$ cat config.mk
export PLATFORM = sky130hd
export DESIGN_NAME = ndm_sq_acc
export DESIGN_NICKNAME = d
export VERILOG_FILES = /design/src/hdl/ndm_pkg.sv /design/src/hdl/ndm_sq_acc.sv
export SDC_FILE = /design/constraint.sdc
export NUM_CORES = 1
export LEC_CHECK = 0
export BUFFER_PORTS_ARGS = -buffer_cell sky130_fd_sc_hd__buf_2
export CORE_ASPECT_RATIO = 0.5
export CORE_UTILIZATION = 65
export DETAILED_ROUTE_END_ITERATION = 16
export GPL_ROUTABILITY_DRIVEN = 0
export GPL_TIMING_DRIVEN = 0
export MAX_ROUTING_LAYER = met4
export PLACE_DENSITY = 0.87
export RECOVER_POWER = 25
export SLEW_MARGIN = 0
export SYNTH_ARGS = -nofsm -noshare
export SYNTH_HDL_FRONTEND = slang
export SYNTH_SLANG_ARGS = --single-unit
$ cat constraint.sdc
create_clock -name clock -period 11.75 [get_ports clock]
set_input_delay 2.35 -clock clock [delete_from_list [all_inputs] [get_ports clock]]
set_output_delay 2.35 -clock clock [all_outputs]
set_load 0.02 [all_outputs]
$ cat src/hdl/ndm_pkg.sv
// Package: widths, codes and shared types of the descriptor matcher.
`timescale 1ns / 1ps
package ndm_pkg;

   localparam int PATCH_SIDE_DEF = 9;
   localparam int MAX_REFS_DEF   = 64;

   localparam int TYPE_W = 2;
   localparam int IDX_W  = 7;
   localparam int ELEM_W = 16;
   localparam int ID_W   = 16;
   localparam int DIST_W = 39;
   localparam int SQ_W   = 32;
   localparam int SUM_W  = DIST_W + 1;

   localparam logic [DIST_W-1:0] DIST_MAX = {DIST_W{1'b1}};

   // Request codes
   localparam logic [TYPE_W-1:0] REQ_LOAD  = 2'd0;
   localparam logic [TYPE_W-1:0] REQ_QUERY = 2'd1;
   localparam logic [TYPE_W-1:0] REQ_CLEAR = 2'd2;

   typedef struct packed {
      logic valid;
      logic first;
      logic last;
   } acc_ctrl_type;

   typedef struct packed {
      logic              done;
      logic [DIST_W-1:0] total;
   } acc_out_type;

endpackage

$ cat src/hdl/ndm_sq_acc.sv
// Squared-difference and saturating accumulate pipeline.
`timescale 1ns / 1ps
module ndm_sq_acc (
   input  logic                             clock,
   input  logic                             reset,
   input  ndm_pkg::acc_ctrl_type            ctrl,
   input  logic [ndm_pkg::ELEM_W-1:0]       q_elem,
   input  logic [ndm_pkg::ELEM_W-1:0]       r_elem,
   output ndm_pkg::acc_out_type             acc_out
);

   logic signed [ndm_pkg::ELEM_W:0]       diff;
   logic signed [2*ndm_pkg::ELEM_W+1:0]   prod;
   logic [ndm_pkg::SQ_W-1:0]              sq_ff, sq_in;
   ndm_pkg::acc_ctrl_type                 sq_ctrl_ff;
   logic [ndm_pkg::SUM_W-1:0]             sum_wide;
   logic [ndm_pkg::DIST_W-1:0]            sum_ff, sum_in;
   logic                                  done_ff, done_in;

   // Stage one: square the element difference
   always_comb begin
      diff  = $signed({q_elem[ndm_pkg::ELEM_W-1], q_elem})
            - $signed({r_elem[ndm_pkg::ELEM_W-1], r_elem});
      prod  = diff * diff;
      sq_in = prod[ndm_pkg::SQ_W-1:0];
   end

   // Stage two: accumulate with saturation, restart on a slot's first element
   always_comb begin
      sum_wide = (sq_ctrl_ff.first ? {ndm_pkg::SUM_W{1'b0}} : {1'b0, sum_ff})
               + ndm_pkg::SUM_W'(sq_ff);
      sum_in   = sum_ff;
      if (sq_ctrl_ff.valid) begin
         if (sum_wide > {1'b0, ndm_pkg::DIST_MAX}) begin
            sum_in = ndm_pkg::DIST_MAX;
         end else begin
            sum_in = sum_wide[ndm_pkg::DIST_W-1:0];
         end
      end
      done_in = sq_ctrl_ff.valid && sq_ctrl_ff.last;
   end

   always_ff @(posedge clock) begin
      if (reset) begin
         sq_ctrl_ff <= '0;
         done_ff    <= 1'b0;
      end else begin
         sq_ctrl_ff <= ctrl;
         done_ff    <= done_in;
      end
      sq_ff  <= sq_in;
      sum_ff <= sum_in;
   end

   always_comb begin
      acc_out.done  = done_ff;
      acc_out.total = sum_ff;
   end

endmodule

# Word level (Yosys, flattened, before mapping)
# Cells that the tools add are included.
# word_totals
ff_bits	75
word_cells	12
# op_classes
addsub	2
mul	1
magnitude_cmp	1
mux	1
n_reduce_logical	1
# op_table
cell	n
39-bit by 32-bit adder with 40-bit output	1
40-bit by 39-bit greater-than comparator with 1-bit output (second input constant)	1
39-bit 2-to-1 mux	1
17-bit by 17-bit multiplier with 32-bit output	1
16-bit by 16-bit subtractor with 17-bit output	1
1-bit logical AND	1

# Longest topological paths before layout
# depth
word_depth	3
ltp_mapped	36
mapped_depth_nobuf	34

# Least setup slack after synthesis
# No wires, ideal clock.
# synth_timing
path_kind	input -> register
from	input port q_elem[0] (netlist bit)
to	register sq_ff[31] (netlist bit)
setup_time_ns	0.072
arrival_ns	9.619
path_slack_ns	2.059
path_stages	31
path_buffers	1
path_cell_list	inv_1 ha_1 fa_1 nor2b_4 o31a_1 o41a_1 a211o_1 a41o_1 nand2_2 nand3_1 and2_4 buf_6 clkinv_1 nand2_1 fa_1 fa_1 inv_1 fa_1 fa_1 fa_1 inv_1 fa_1 inv_1 ha_1 nor2b_1 nor4_1 nor3_1 a21oi_1 o21ai_0 a221oi_1 xnor2_1
# synth_via
elab_chain_cells	2
# synth_lines
element	line	text
start: declaration	ndm_sq_acc.sv:7	input logic [ndm_pkg::ELEM_W-1:0] q_elem,
16-bit by 16-bit subtractor with 17-bit output	ndm_sq_acc.sv:23	- $signed({r_elem[ndm_pkg::ELEM_W-1], r_elem});
17-bit by 17-bit multiplier with 32-bit output	ndm_sq_acc.sv:24	prod = diff * diff;
net prod, one bit	ndm_sq_acc.sv:13	logic signed [2*ndm_pkg::ELEM_W+1:0] prod;
end signal: assignment	ndm_sq_acc.sv:51	sq_ff <= sq_in;
end: declaration	ndm_sq_acc.sv:14	logic [ndm_pkg::SQ_W-1:0] sq_ff, sq_in;
# The timed path passes the listed nets, and every way through them passes these cells.
# A chain may end at the register's enable or synchronous reset.

# Final worst setup path
# layout_timing
from	input port q_elem[0] (netlist bit)
to	register sq_ff[28] (netlist bit)
# Same word-level chain as after synthesis.

==> results.md <==
- Number of max-slew violations in the final report: 0
- Relative area change from synthesis to final layout: 7.49%
- Most frequent CP cell: sky130_fd_sc_hd__fa_1
- Placement Setup Slack: 0.953 ns
- R2r worst-path depth: 14
- Run status: complete, no violations
- Initial DRC count: around 950
- Slew HR: 0.0309
- Post-cts resize count: 0
- Syn Inst Count: between 1500 and 2000
- Post-synth EDFFs: 39
- Area of the die: between 20000 and 25000 um^2
- Share of the clock period used by the worst path after layout: 0.924
- CP required: about 12 ns
- Clock slew seen by the registers of the worst setup and hold paths: ~0.060 ns
- Most frequent cells in the layout: sky130_fd_sc_hd__inv_1 (342), sky130_fd_sc_hd__fa_1 (258), sky130_fd_sc_hd__nand2_1 (135), sky130_fd_sc_hd__ha_1 (125), sky130_fd_sc_hd__nor2_1 (109)
- Total iterations of the first detailed-routing run: 6
- Type of element launching the critical path: primary input
- Final setup margin: between 0.8 and 0.9 ns
- Clock buffer count from CTS: 9
- Seq cells post-synth: 74
- Proportion of synthesized flip-flops having asynchronous set or reset: 0
- CTS tree: yes
- # DRC: 0
- Data arrival, critical path: roughly 11 ns
- Width of the die: 210 um
- Height of the die: around 110 um
- Top achievable clock speed: roughly 92 MHz
- # H-tree levels: 3
- Class of the worst hold path: reg2reg
- Number of sinks on the clock net: 74
- Post-detailed-route via-to-cell ratio: 5.80
- Layout net count: between 2000 and 2500
- Area inside the core boundary: between 20000 and 25000 um^2
- Number of nets with antenna violations after detailed routing: 0
- Fin Setup TNS: 0 ns
- End of the critical path: sq_ff[28]
- Cell with the biggest individual delay on the critical path: sky130_fd_sc_hd__xor2_1
- Nets in the synthesized netlist: ~2000
- Post-synthesis cell area: roughly 14000 um^2
- Quantity of I/O buffers inserted on ports: 76
- Top-Level Pins: 77
- Post-Syn Area per Cell: 9.27 um^2
- Global-route wire length before repair: around 56 mm
- RSZ-0062 raised after global routing: false
- Initial antenna violation count: 0
- Largest stage delay on the critical path: 0.76 ns
- Number of global-route vias before repair: approximately 12000
- Pin count of the biggest net entering global routing: 24
- Remaining global-route overflow: 0
- Leading cell type in the layout, fill and taps excluded: sky130_fd_sc_hd__inv_1
- Sequential cell area fraction in the yosys report: 0.133
- Final Hold Vio Count: 0
- Largest buffer count on any clock path: 2
- Class of the most critical setup path: in2reg
- Via count: between 10000 and 15000
- Post-detailed-placement half-perimeter wirelength: between 20 and 30 mm
- Capture point of the worst reg-to-reg path: sum_ff[34]
- Worst hold margin: around 0.43 ns
- Slew of the pin with the lowest slew margin: 1.44 ns
- Library cells used by synthesis: 76
- CP endpoint kind: register
- Master cell of the clock root buffer: sky130_fd_sc_hd__clkbuf_16
- Routed wire length: 33.3 mm
- Most frequently used flop master after synthesis: sky130_fd_sc_hd__edfxtp_1
- Crit path max fanout: 10
- Post-CTS setup-driven buffer insertion count: 0
- Launch point of the worst path: q_elem[0]
- Min Tclk post-route: between 10 and 15 ns
- Startpoint of the worst register-to-register path: sq_ctrl_ff[1]
- Largest clock skew in the final design: between 0.009 and 0.01 ns
- Site row count: 37
- Antenna cells: 0
- # setup viols final: 0
- Clock latency of the later-clocked register in the worst-skew pair: approximately 0.34 ns
- Hold bufs inserted after CTS: 0
- FF-to-FF setup slack: ~7.3 ns
- Starting density of the core: 0.675
- Global routing usage summed across all routing layers: 0.329
- Number of violations of the max-capacitance limit: 0
- Warnings from Yosys: 0
- Final routed wire length divided by cell count: roughly 17 um
- Share of layout cells above drive strength 1: 0.0921
## flip-flops by register name, summed over array words and instances, names as in the netlist
register,count
done_ff,1
sq_ff,31
sq_ctrl_ff,3
sum_ff,39
## final cells by class
cell class,count,area (um^2)
flip-flops and latches,74,1870
plain buffers,35,226
clock inverters,4,30.0
fillers,1466,5740
repair buffers,77,384
inverters,350,1310
multi-input cells,1065,10700
well taps,292,365
clock buffers,12,279
## worst min-delay path by stage
stage                             start      end  cells after the start
after detailed placement  sq_ctrl_ff[0]  done_ff                      2
after global routing      sq_ctrl_ff[0]  done_ff                      2
final                     sq_ctrl_ff[0]  done_ff                      2
after floorplan           sq_ctrl_ff[0]  done_ff                      2
after CTS                 sq_ctrl_ff[0]  done_ff                      2
after global placement    sq_ctrl_ff[0]  done_ff                      2
## stage by stage
step / std cells / cell area [um^2] / utilization
5_1_grt: 1909 / 15200 / 0.726
4_1_cts: 1909 / 15200 / 0.727
3_3_place_gp: 1892 / 14900 / 0.711
3_5_place_dp: 1893 / 14900 / 0.712
2_1_floorplan: 1524 / 14100 / -
6_report: 1909 / 15200 / 0.726
## kinds of logic after synthesis
| kind of cell | share of synthesized area |
|---|---|
| buffers and inverters | 0.109 |
| flip-flops | 0.133 |
| AND/OR/NAND/NOR | 0.132 |
| AO/OA/AOI/OAI | 0.0979 |
| multiplexers | 0.00213 |
| XOR/XNOR | 0.0496 |
| adder cells (fa/ha/maj) | 0.476 |
## cells in the mapped netlist, types with 3 or more instances
cell                         n  share of area
sky130_fd_sc_hd__inv_1     342          0.091
sky130_fd_sc_hd__fa_1      258           0.37
sky130_fd_sc_hd__nand2_1   135          0.036
sky130_fd_sc_hd__ha_1      125           0.11
sky130_fd_sc_hd__nor2_1    109          0.029
sky130_fd_sc_hd__xnor2_1    56          0.035
sky130_fd_sc_hd__a21oi_1    53          0.019
sky130_fd_sc_hd__nor2b_1    45          0.020
sky130_fd_sc_hd__edfxtp_1   39          0.083
sky130_fd_sc_hd__o21ai_0    39          0.014
sky130_fd_sc_hd__dfxtp_1    35          0.050
sky130_fd_sc_hd__xor2_1     24          0.015
sky130_fd_sc_hd__a21o_1     23          0.012
sky130_fd_sc_hd__nand2b_1   20         0.0089
sky130_fd_sc_hd__nand3_1    20         0.0071
sky130_fd_sc_hd__nor2_2     20         0.0089
sky130_fd_sc_hd__nor3_1     18         0.0064
sky130_fd_sc_hd__clkbuf_1   17         0.0045
sky130_fd_sc_hd__o21a_1     11         0.0058
sky130_fd_sc_hd__o21bai_1    9         0.0048
sky130_fd_sc_hd__buf_2       8         0.0028
sky130_fd_sc_hd__a211oi_1    7         0.0037
sky130_fd_sc_hd__a211o_1     6         0.0037
sky130_fd_sc_hd__buf_6       6         0.0048
sky130_fd_sc_hd__clkinv_1    6         0.0016
sky130_fd_sc_hd__nand4_1     6         0.0027
sky130_fd_sc_hd__o21ai_1     6         0.0021
sky130_fd_sc_hd__and3_1      5         0.0022
sky130_fd_sc_hd__a31oi_1     4         0.0018
sky130_fd_sc_hd__or3_1       4         0.0018
sky130_fd_sc_hd__a311oi_1    3         0.0019
sky130_fd_sc_hd__mux2i_1     3         0.0021
sky130_fd_sc_hd__o31a_1      3         0.0019
sky130_fd_sc_hd__o41a_1      3         0.0024
## metal layers
layer  part of all wire  GRT usage
met1               0.38      0.386
met2               0.48      0.556
met3              0.087     0.0647
met4              0.045      0.148
met5                  0          -
## critical path, delay by kind of cell
| family | cells | cell delay (ns) |
|---|---|---|
| AOI/OAI and AO/OA | 8 | 2.58 |
| xor gates and xnor gates | 1 | 0.76 |
| adders and majority gates | 9 | 3.66 |
| buffers and inverters | 5 | 0.85 |
| and+or+nand+nor | 5 | 0.81 |
Power is left out: the tool's default activity adds up to more than one toggle a clock period on the data nets, which glitch-free logic cannot reach.
